[src/rtl/lubr_pkg.sv]
// shared types and constants for the longest unique byte run block
package lubr_pkg;

    localparam int CHAR_W            = 8;
    localparam int CHAR_COUNT        = 256;
    localparam int LEN_W             = 17;
    localparam int POSITION_BITS_DEF = 16;

    localparam logic [LEN_W-1:0] LEN_FIELD_MAX = '1;

    typedef logic [CHAR_W-1:0] t_char;
    typedef logic [LEN_W-1:0]  t_len;

endpackage

[src/rtl/lubr_ram.sv]
// generic single write port ram with registered read
module lubr_ram
    import lubr_pkg::*;
#(
    parameter int WIDTH = POSITION_BITS_DEF,
    parameter int DEPTH = CHAR_COUNT
) (
    input  logic                     i_clk,
    input  logic                     i_we,
    input  logic [$clog2(DEPTH)-1:0] i_waddr,
    input  logic [WIDTH-1:0]         i_wdata,
    input  logic                     i_re,
    input  logic [$clog2(DEPTH)-1:0] i_raddr,
    output logic [WIDTH-1:0]         o_rdata
);

    logic [WIDTH-1:0] r_mem [DEPTH];
    logic [WIDTH-1:0] r_rdata;

    always_ff @(posedge i_clk) begin
        if (i_we) begin
            r_mem[i_waddr] <= i_wdata;
        end
        if (i_re) begin
            r_rdata <= r_mem[i_raddr];
        end
    end

    assign o_rdata = r_rdata;

endmodule

[src/rtl/longest_unique_byte_run_top.sv]
// longest duplicate-free byte run per string, one byte per cycle unless the output stalls
// each byte is registered in stage 1 and its result in the output register; stage 1 holds while the output is full
// the byte rate is set by one position ram read and one write per byte
// a repeat of the last written byte is served from a forwarding register
// reset: synchronous active low, clears control, seen flags and string state
// the position ram is not cleared; entries are used only after being written, as marked by the seen flags
module longest_unique_byte_run_top
    import lubr_pkg::*;
#(
    parameter int POSITION_BITS = POSITION_BITS_DEF
) (
    input  logic             i_clk,
    input  logic             i_rst_n,
    input  logic             i_valid,
    output logic             o_ready,
    input  logic [CHAR_W-1:0] i_char_byte,
    input  logic             i_start_string,
    input  logic             i_end_string,
    output logic             o_valid,
    input  logic             i_ready,
    output logic [LEN_W-1:0] o_window_length,
    output logic [LEN_W-1:0] o_longest_length,
    output logic             o_final_result,
    output logic             o_overflow
);

    localparam int PB = POSITION_BITS;
    localparam int WW = (PB + 1 > LEN_W) ? PB + 1 : LEN_W;
    localparam logic [WW-1:0] POS_LIMIT = WW'(1) << PB;
    localparam logic [WW-1:0] LEN_CAP   = (PB >= LEN_W) ? WW'(LEN_FIELD_MAX) : POS_LIMIT;

    // stage 1 item
    logic          r_s1_vld;
    t_char         r_s1_char;
    logic          r_s1_start;
    logic          r_s1_end;

    // string state
    logic [PB:0]         r_pos, n_pos;
    logic [PB-1:0]       r_ws, n_ws;
    t_len                r_best, n_best;
    logic                r_ovf, n_ovf;
    logic [CHAR_COUNT-1:0] r_seen, n_seen;

    // last write, for forwarding
    logic          r_wr_vld;
    t_char         r_wr_char;
    logic [PB-1:0] r_wr_pos;

    // output register
    logic          r_out_vld;
    t_len          r_out_win;
    t_len          r_out_long;
    logic          r_out_fin;
    logic          r_out_ovf;

    logic          in_xfer;
    logic          s1_adv;
    logic          out_free;
    logic [PB-1:0] ram_rdata;
    logic [PB-1:0] last_pos;
    logic [PB:0]   pos_eff;
    logic [PB-1:0] ws_eff;
    t_len          best_eff;
    logic          ovf_now;
    logic          seen_eff;
    logic          hit;
    logic [WW-1:0] win;
    logic [WW-1:0] win_cap;
    t_len          n_win;

    assign out_free = !r_out_vld || i_ready;
    assign s1_adv   = r_s1_vld && out_free;
    assign o_ready  = !r_s1_vld || s1_adv;
    assign in_xfer  = i_valid && o_ready;

    lubr_ram #(
        .WIDTH (PB),
        .DEPTH (CHAR_COUNT)
    ) u_pos_ram (
        .i_clk   (i_clk),
        .i_we    (s1_adv && !ovf_now),
        .i_waddr (r_s1_char),
        .i_wdata (pos_eff[PB-1:0]),
        .i_re    (in_xfer),
        .i_raddr (i_char_byte),
        .o_rdata (ram_rdata)
    );

    always_comb begin
        pos_eff  = r_s1_start ? '0 : r_pos;
        ws_eff   = r_s1_start ? '0 : r_ws;
        best_eff = r_s1_start ? '0 : r_best;
        ovf_now  = (!r_s1_start && r_ovf) || pos_eff[PB];
        last_pos = (r_wr_vld && r_wr_char == r_s1_char) ? r_wr_pos : ram_rdata;
        seen_eff = !r_s1_start && r_seen[r_s1_char];
        hit      = seen_eff && (last_pos >= ws_eff);
        n_ws     = hit ? PB'({1'b0, last_pos} + (PB+1)'(1)) : ws_eff;
        win      = WW'(pos_eff) - WW'(n_ws) + WW'(1);
        win_cap  = (win > LEN_CAP) ? LEN_CAP : win;
        n_seen   = r_s1_start ? '0 : r_seen;
        if (ovf_now) begin
            n_win  = LEN_W'(LEN_CAP);
            n_best = LEN_W'(LEN_CAP);
            n_pos  = pos_eff;
            n_ovf  = 1'b1;
        end else begin
            n_win  = LEN_W'(win_cap);
            n_best = (win_cap > WW'(best_eff)) ? LEN_W'(win_cap) : best_eff;
            n_pos  = pos_eff + (PB+1)'(1);
            n_ovf  = 1'b0;
            n_seen[r_s1_char] = 1'b1;
        end
    end

    always_ff @(posedge i_clk) begin
        if (!i_rst_n) begin
            r_s1_vld  <= 1'b0;
            r_out_vld <= 1'b0;
            r_wr_vld  <= 1'b0;
            r_pos     <= '0;
            r_ws      <= '0;
            r_best    <= '0;
            r_ovf     <= 1'b0;
            r_seen    <= '0;
        end else begin
            if (o_ready) begin
                r_s1_vld <= i_valid;
            end
            if (out_free) begin
                r_out_vld <= r_s1_vld;
            end
            if (s1_adv) begin
                r_pos  <= n_pos;
                r_ws   <= ovf_now ? ws_eff : n_ws;
                r_best <= n_best;
                r_ovf  <= n_ovf;
                r_seen <= n_seen;
                if (!ovf_now) begin
                    r_wr_vld <= 1'b1;
                end
            end
        end
    end

    always_ff @(posedge i_clk) begin
        if (in_xfer) begin
            r_s1_char  <= i_char_byte;
            r_s1_start <= i_start_string;
            r_s1_end   <= i_end_string;
        end
        if (s1_adv && !ovf_now) begin
            r_wr_char <= r_s1_char;
            r_wr_pos  <= pos_eff[PB-1:0];
        end
        if (s1_adv) begin
            r_out_win  <= n_win;
            r_out_long <= n_best;
            r_out_fin  <= r_s1_end;
            r_out_ovf  <= ovf_now;
        end
    end

    assign o_valid          = r_out_vld;
    assign o_window_length  = r_out_win;
    assign o_longest_length = r_out_long;
    assign o_final_result   = r_out_fin;
    assign o_overflow       = r_out_ovf;

`ifndef SYNTHESIS
    a_ovf_cap: assert property (@(posedge i_clk) disable iff (!i_rst_n)
        (o_valid && o_overflow) |->
            (o_window_length == LEN_W'(LEN_CAP) && o_longest_length == LEN_W'(LEN_CAP)))
        else $error("overflow result not saturated");

    a_win_le_best: assert property (@(posedge i_clk) disable iff (!i_rst_n)
        o_valid |-> (o_window_length != '0 && o_window_length <= o_longest_length))
        else $error("window length exceeds longest length");

    a_ws_le_pos: assert property (@(posedge i_clk) disable iff (!i_rst_n)
        !r_ovf |-> ({1'b0, r_ws} <= r_pos))
        else $error("window start beyond byte position");

    a_ovf_pos: assert property (@(posedge i_clk) disable iff (!i_rst_n)
        r_ovf |-> r_pos[PB])
        else $error("overflow without full position count");
`endif

endmodule

[config.mk]
export PLATFORM = sky130hd
export DESIGN_NAME = longest_unique_byte_run_top
export DESIGN_NICKNAME = d
export VERILOG_FILES = /design/src/rtl/lubr_pkg.sv /design/src/rtl/lubr_ram.sv /design/src/rtl/longest_unique_byte_run_top.sv
export SDC_FILE = /design/constraint.sdc
export NUM_CORES = 2
export LEC_CHECK = 0
export BUFFER_PORTS_ARGS = -buffer_cell sky130_fd_sc_hd__buf_2
export CORE_MARGIN = 5
export CORE_UTILIZATION = 55
export CTS_CLUSTER_DIAMETER = 100
export CTS_CLUSTER_SIZE = 28
export DETAILED_ROUTE_END_ITERATION = 8
export GPL_TIMING_DRIVEN = 0
export PLACE_DENSITY = 0.7
export SETUP_SLACK_MARGIN = 0.15
export SYNTH_ARGS = -nofsm -noshare
export SYNTH_HDL_FRONTEND = slang
export SYNTH_SLANG_ARGS = --single-unit
[constraint.sdc]
create_clock -name i_clk -period 14.56 [get_ports i_clk]
set_clock_uncertainty 0.05 [all_clocks]
set_input_delay 1.456 -clock i_clk [delete_from_list [all_inputs] [get_ports i_clk]]
set_output_delay 1.456 -clock i_clk [all_outputs]
set_load 0.01 [all_outputs]
* Yosys cells after proc, flatten, opt, wreduce, memory -nomap -nowiden
Memory sizes are Yosys's and may differ from the RTL's. A register that Yosys moved wholly into a read port is not among the register bits. Index checks and enable logic that the tools add are counted.
Storage, ports and cells: memories 1, logic and storage cells 65, output and inout port bits 38, flip-flop bits (word level) 380, memory bits (writable) 4096, input port bits 14
Cells by class: bitwise operators 2, reductions and logical operators 16, order comparisons 5, add/subtract/negate cells 4, equal/unequal tests 1, muxes and demuxes 19
Memories:
- u_pos_ram.r_mem | words 256, bits a word 16, rd ports 1, clocked after memory_dff 1, wr ports 1, line lubr_ram.sv:17 | logic [WIDTH-1:0] r_mem [DEPTH];
Operator list (count):
- $mux W256 | 2
- $or A256 B256 Y256 | 1
- $mux W17 | 6
- $mux W16 | 4
- $add A17 B1 Y17 const B | 2
- $gt A17 B17 Y1 | 1
- $gt A17 B17 Y1 const B | 1
- $sub A17 B16 Y17 | 1
- $add A16 B1 Y16 const B | 1
- $ge A16 B16 Y1 | 1
- $lt A8 B9 Y1 const B | 1
- $bmux W1 S8 | 1
- $demux W1 S8 | 1
- $eq A8 B8 Y1 | 1
- $ge A8 B1 Y1 const B | 1
- $logic_and A1 B1 Y1 | 8
- $mux W1 | 5
- $logic_not A1 Y1 | 4
- $logic_or A1 B1 Y1 | 3
- $reduce_and A2 Y1 | 1
- $not A1 Y1 | 1

* Longest topological paths before layout
depth after elaboration 13, mapped depth 43, depth with buffers taken out 37

* By module
A second synthesis with hierarchy kept.
Second synthesis, totals: cell total of the unflattened synthesis 9283, area total of the unflattened synthesis 178389.8 sq um
By module, submodules not included:
- lubr_ram | area each 158874.9 sq um, seq. area each 123478.4 sq um, times used 1, cells an instance 7360
- longest_unique_byte_run_top | area each 19515.0 sq um, seq. area each 8308.0 sq um, times used 1, cells an instance 1923

* Worst setup path before layout
Ideal clock, no wire load.
kind register to register, start point reg r_s1_start, end point reg r_best[10], setup time 0.061 ns, clock period less this slack 12.739 ns, arrival time 12.628 ns, data required time 14.449 ns, path slack 1.821 ns, path buffers 5, cell stages (with the launch flop) 26, cells stage by stage edfxtp_1 clkbuf_1 clkbuf_1 clkbuf_1 nor2b_1 ha_1 ha_1 clkbuf_1 and3_1 nand2_1 nor4b_1 o21ai_0 a2111oi_2 a41oi_2 nor2_1 ha_1 nor2b_1 o21a_1 o21a_1 o211ai_1 a21oi_1 o21a_1 nor3_1 o21a_1 clkbuf_1 a22o_1
On the way: elaborated cells on any way between the ends 17, those cells by class 2 x add/sub; 3 x order compare; 7 x mux; 5 x reduce/logical
RTL lines:
- start: declaration | line longest_unique_byte_run_top.sv:35 | logic r_s1_start;
- start signal: assignment | line longest_unique_byte_run_top.sv:149 | r_s1_start <= i_start_string;
- $mux W17 | line longest_unique_byte_run_top.sv:91 | pos_eff = r_s1_start ? '0 : r_pos;
- via pos_eff[11] | line longest_unique_byte_run_top.sv:62 | logic [PB:0] pos_eff;
- $sub A17 B16 Y17 | line longest_unique_byte_run_top.sv:99 | win = WW'(pos_eff) - WW'(n_ws) + WW'(1);
- $add A17 B1 Y17 | line longest_unique_byte_run_top.sv:99
- $gt A17 B17 Y1 | line longest_unique_byte_run_top.sv:100 | win_cap = (win > LEN_CAP) ? LEN_CAP : win;
- $mux W17 | line longest_unique_byte_run_top.sv:100
- via win_cap[1] | line longest_unique_byte_run_top.sv:69 | logic [WW-1:0] win_cap;
- $gt A17 B17 Y1 | line longest_unique_byte_run_top.sv:109 | n_best = (win_cap > WW'(best_eff)) ? LEN_W'(win_cap) : best_eff;
- $mux W17 | line longest_unique_byte_run_top.sv:109
- $mux W17 | line longest_unique_byte_run_top.sv:102 | if (ovf_now) begin
- end signal: assignment | line longest_unique_byte_run_top.sv:136 | r_best <= n_best;
- end: declaration | line longest_unique_byte_run_top.sv:41 | t_len r_best, n_best;
The timed path passes the listed nets, and every way through them passes these cells. A chain may end at the register's enable or synchronous reset.

* Worst setup path in the final report
start point reg r_s1_char[0], end point reg r_best[6]
On the way: longest elaborated chain between the ends 13, elaborated cells on any way between the ends 17, those cells by class 3 x add/sub; 3 x order compare; 1 x eq/ne; 7 x mux; 3 x reduce/logical
RTL lines:
- start: declaration | line longest_unique_byte_run_top.sv:34 | t_char r_s1_char;
- start signal: assignment | line longest_unique_byte_run_top.sv:148 | r_s1_char <= i_char_byte;
- $eq A8 B8 Y1 | line longest_unique_byte_run_top.sv:95 | last_pos = (r_wr_vld && r_wr_char == r_s1_char) ? r_wr_pos : ram_rdata;
- $logic_and A1 B1 Y1 | line longest_unique_byte_run_top.sv:95
- $mux W16 | line longest_unique_byte_run_top.sv:95
- $ge A16 B16 Y1 | line longest_unique_byte_run_top.sv:97 | hit = seen_eff && (last_pos >= ws_eff);
- $logic_and A1 B1 Y1 | line longest_unique_byte_run_top.sv:97
- $mux W16 (*) | line longest_unique_byte_run_top.sv:98 | n_ws = hit ? PB'({1'b0, last_pos} + (PB+1)'(1)) : ws_eff;
- $sub A17 B16 Y17 (*) | line longest_unique_byte_run_top.sv:99
- $add A17 B1 Y17 (*) | line longest_unique_byte_run_top.sv:99
- $gt A17 B17 Y1 | line longest_unique_byte_run_top.sv:100
- $mux W17 (*) | line longest_unique_byte_run_top.sv:100
- via win_cap[1] | line longest_unique_byte_run_top.sv:69
- $gt A17 B17 Y1 (*) | line longest_unique_byte_run_top.sv:109
- $mux W17 (*) | line longest_unique_byte_run_top.sv:109
- $mux W17 (*) | line longest_unique_byte_run_top.sv:102
Mark *: on every way through the listed nets, which the timed path passes. The rest lies on a longest branch. The select of a mux whose other input is x is not followed.

==> results list <==
- Clock-pin slew was measured on the worst setup and hold paths at 110 ps.
- The number of antenna violations at the first check in global routing was 45.
* Count of state elements after synthesis: 4492
* Failing checks: max-capacitance violations, max-slew violations
- The number of setup buffers added after CTS is 0.
* Number of violations reported at the end of detailed-routing iteration 0: 14.07k
- Wire length of the first global-routing pass: 657.7 mm
- TritonCTS clock tree: done
* Hold Vio Cnt, Final: 0
- Multi-input gate area in the final layout: 41110 um2
- The H-tree was split into 4 levels.
- The worst hold path belongs to the class flop to flop.
* Reg-to-reg slack, setup: 2140 ps
* Transition time at the pin with the least slew margin: 1617 ps
- Once placement finished, the instance area stood at 187000 um2.
* HPWL after DPL: 336.3 mm
* Routability Congestion: 0.9808
- CTS resizes: 0
- In this run the vertical extent of the chip is 572.6 um.
* Mean number of vias per cell: 6.782
* Maximum clock frequency: 0.08054 GHz
- In the synthesized netlist the dominant register cell turns out to be sky130_fd_sc_hd__edfxtp_1.
* Type of element capturing the critical path: flop
- The worst register-to-register path ends at r_best[6].
- The root buffer cell chosen for the clock tree is sky130_fd_sc_hd__clkbuf_16.
* Shortest period the worst path allows: 12420 ps
- The floorplan step defined a die boundary enclosing 327800 um2.
- Number of unique standard cell types used by synthesis: 74
* Syn avg cell area: 21.88 um2
- Number of buffers inserted during clock tree synthesis: 186
- The startpoint identified for the worst hold timing path is r_s1_end.
- Yosys Warn Count: 0
- Synthesis produced a netlist with a net count of 8034.
- 1st-pass router iterations: 8
- Count of endpoints failing setup in the final report: 0
- I/O pins: 52
* Worst IR Drop VDD: 0.1001 mV
* Post-DRT Antenna Nets: 0
* Fin area: 192400 um2
- Run status: finished, violations left
- Final count of pins violating max slew: 33
- Detailed-route via count: 86.88k
* Number of synthesized flops with an enable pin: 4182
* Initial standard-cell utilization of the core: 55.26%
- The number of hold buffers added after CTS was 0.
- STA classifies the critical path startpoint as a flop.
* Number of buffers between clock root and the deepest sink: 4
- Setup slack on the critical path of the routed design comes to 2144 ps.
- In the synthesized netlist the async set-or-reset flop fraction comes to 0%.
- Gate count after technology mapping: 7954
- For this run, the share of the core covered by cells in the final layout is 61.09%.
* Worst hold stages: 0
* Ratio of final minimum period to clock period: 85.27%
- The via count of the first global-routing pass is 84.61k.
* Area added between synthesis and finish: 10.54%
- The most numerous cell type found on the critical path is sky130_fd_sc_hd__o21a_1.
- The layout has 21.36k filler cells.
* Total overflow reported by the global router: 0
- Data arrival time at the worst-slack endpoint: 13240 ps
- Of all nets on the critical path, the largest fanout is 10.
- Post-synthesis instance area: 174100 um2
* Placed cells: 12.52k
- STA puts the critical path data required time at 15390 ps.
- After synthesis, flip-flops and latches occupy 75.72% of the total area.
* Startpoint of the most critical register-to-register path: r_s1_char[0]
- At the end of the flow, the number of nets in the layout was 8632.
- On the critical path, the stage with the largest delay is an instance of sky130_fd_sc_hd__nor3_1.
* Buffering stage count on the worst path with inverters included: 8
- Number of buffer cells added on primary ports: 51
- Summed over all failing endpoints, the final setup total negative slack is 0 ps.
- Power spread over the standard cell area amounts to 109.4 nW/um2.
* Final wirelength: 470.0 mm
* Number of cells traversed by the worst register-to-register path: 41
* Category of the most critical setup path: flop to flop
- Crit-path max cell delay: 890 ps
* Placement Rows: 206
* Headroom to the max-slew limit: -7.820%
- Family with the most delay on the worst path: compound AO/OA/AOI/OAI gates
* Max-Cap Viols: 3
- Worst setup slack after placement: 2390 ps
- # clock sinks: 4492
- The floorplan step set the die width to 572.6 um.
- Proportion of layout cells with a drive suffix above 1: 28.31%
- After the flow finishes, the layout carries non-filler instances totaling 12.81k.
- Clock latency of the later-clocked register in the worst-skew pair: 930 ps
- Hold Path Sink: o_final_result
* Unrepaired setup endpoints after global routing: no
- In this run the static leakage power is 67.32 nW.
- Across every metal layer, demand over resource in global routing totals 28.76%.
* Largest net degree at the start of global routing: 53
* Total power after layout: 21.04 mW
- Hold slack: 372.3 ps
- Storage cell area: 131800 um2
- Count of unresolved DRC violations after routing: 0
- In this run the standard cell core region covers 315000 um2.
- In the final routed layout, each cell accounts on average for 36.69 um.
==> worst register-to-register path, delay by kind of cell, from the launching register on <==
kind | cells | cell delay (ps)
adder cells (fa/ha/maj) | 5 | 1530
AND/OR/NAND/NOR | 9 | 2540
XOR/XNOR | 1 | 190
buffers and inverters | 8 | 2480
flip-flops | 1 | 370
AO/OA/AOI/OAI | 16 | 4510
multiplexers | 2 | 720
==> routing by layer <==
metal	up-vias	share of wire (%)	track usage [%]
li1	34189	-	-
met1	46542	37	41.16
met2	5337	47	44.29
met3	796	11	6.182
met4	12	4.8	11.07
met5	-	0.019	0
==> Yosys cell counts, drive strengths merged, types with 4 or more instances <==
| master | instances | share of area [%] |
|---|---|---|
| a2111oi | 6 | 0.034 |
| a211oi | 7 | 0.033 |
| a21o | 18 | 0.078 |
| a21oi | 286 | 0.82 |
| a22o | 24 | 0.12 |
| a22oi | 17 | 0.073 |
| a31oi | 9 | 0.032 |
| and2 | 9 | 0.032 |
| and3 | 16 | 0.058 |
| buf | 172 | 0.46 |
| clkbuf | 278 | 0.60 |
| dfxtp | 310 | 3.6 |
| edfxtp | 4182 | 72 |
| ha | 65 | 0.47 |
| inv | 28 | 0.060 |
| mux2 | 12 | 0.078 |
| mux2i | 33 | 0.19 |
| mux4 | 1417 | 18 |
| nand2 | 163 | 0.35 |
| nand2b | 12 | 0.043 |
| nand3 | 24 | 0.069 |
| nand4 | 27 | 0.097 |
| nor2 | 616 | 1.3 |
| nor2b | 35 | 0.13 |
| nor3 | 21 | 0.063 |
| o211ai | 9 | 0.042 |
| o21a | 12 | 0.052 |
| o21ai | 39 | 0.11 |
| o31ai | 4 | 0.017 |
| or2 | 4 | 0.014 |
| or3 | 5 | 0.018 |
| xnor2 | 34 | 0.17 |
| xor2 | 9 | 0.045 |
==> how the worst max path moves through the flow <==
stage                       startpoint    endpoint  slack (ps)  cells past startpoint
final                     r_s1_char[0]   r_best[6]        2140                     41
after global routing      r_s1_char[0]  r_best[13]        1560                     41
after CTS                 r_s1_char[0]  r_best[13]        2350                     41
after detailed placement  r_s1_char[0]  r_best[13]        2390                     41
after global placement      r_s1_start   r_best[6]       -8350                     23
after floorplan             r_s1_start  r_best[10]        1820                     25
==> cells by family (layout without fill, tap and decap cells) <==
family | count (synthesis) | after routing | share of synthesized area, %
other | 0 | 15 | 0
DFF | 4492 | 4492 | 75.72
buffers and inverters | 481 | 1161 | 1.130
and+or+nand+nor | 947 | 947 | 2.272
AOI/OAI and AO/OA | 463 | 463 | 1.584
muxes | 1462 | 1462 | 18.60
xor gates and xnor gates | 43 | 43 | 0.2164
adders and majority gates | 66 | 66 | 0.4788
==> registers in the layout, summed over array words and instances, names as in the netlist, 16 cells and up <==
signal,cells
r_wr_pos,16
r_pos,17
o_longest_length,17
r_best,17
r_seen,256
u_pos_ram.o_rdata,16
r_ws,16
u_pos_ram.r_mem,4096
o_window_length,17
==> layout by cell type (no fill, tap or decap), types with 8 or more instances in the layout <==
cell type / count
sky130_fd_sc_hd__a22oi_1: 17
sky130_fd_sc_hd__nor2_2: 246
sky130_fd_sc_hd__buf_2: 129
sky130_fd_sc_hd__a22o_1: 24
sky130_fd_sc_hd__buf_1: 78
sky130_fd_sc_hd__diode_2: 15
sky130_fd_sc_hd__edfxtp_1: 4182
sky130_fd_sc_hd__a31oi_1: 9
sky130_fd_sc_hd__mux2_2: 12
sky130_fd_sc_hd__a21o_1: 18
sky130_fd_sc_hd__nor2_4: 11
sky130_fd_sc_hd__dfxtp_1: 310
sky130_fd_sc_hd__o21a_1: 12
sky130_fd_sc_hd__nor2_1: 359
sky130_fd_sc_hd__nand2b_1: 12
sky130_fd_sc_hd__buf_4: 13
sky130_fd_sc_hd__nand2_1: 163
sky130_fd_sc_hd__a21oi_1: 286
sky130_fd_sc_hd__buf_8: 184
sky130_fd_sc_hd__mux4_2: 1417
sky130_fd_sc_hd__xor2_1: 9
sky130_fd_sc_hd__nor3_1: 20
sky130_fd_sc_hd__nor2b_1: 20
sky130_fd_sc_hd__clkbuf_1: 324
sky130_fd_sc_hd__nand4_1: 27
sky130_fd_sc_hd__o21ai_0: 38
sky130_fd_sc_hd__mux2i_1: 33
sky130_fd_sc_hd__buf_12: 106
sky130_fd_sc_hd__and3_1: 16
sky130_fd_sc_hd__and2_1: 8
sky130_fd_sc_hd__inv_1: 26
sky130_fd_sc_hd__o211ai_1: 8
sky130_fd_sc_hd__clkbuf_2: 16
sky130_fd_sc_hd__nor2b_4: 15
sky130_fd_sc_hd__buf_16: 65
sky130_fd_sc_hd__nand3_1: 24
sky130_fd_sc_hd__xnor2_1: 34
sky130_fd_sc_hd__clkbuf_16: 190
sky130_fd_sc_hd__ha_1: 65
==> layout make-up <==
| type | count | share of cell area, % |
|---|---|---|
| Timing Repair Buffer | 410 | 3.625 |
| Multi-Input combinational cell | 2981 | 21.37 |
| Tap cell | 4160 | 2.705 |
| Clock buffer | 252 | 2.592 |
| Buffer | 450 | 0.9761 |
| Inverter | 31 | 0.06048 |
| Sequential cell | 4492 | 68.50 |
| Clock inverter | 18 | 0.1587 |
| Antenna cell | 15 | 0.01951 |
==> report_power, final <==
| part | leakage [nW] | internal [mW] | switching (mW) |
|---|---|---|---|
| registers | 48.8 | 13.9 | 0.0102 |
| clock network | 2.55 | 2.46 | 3.82 |
| logic | 15.9 | 0.277 | 0.560 |
Power figures use the tool's default switching activity.
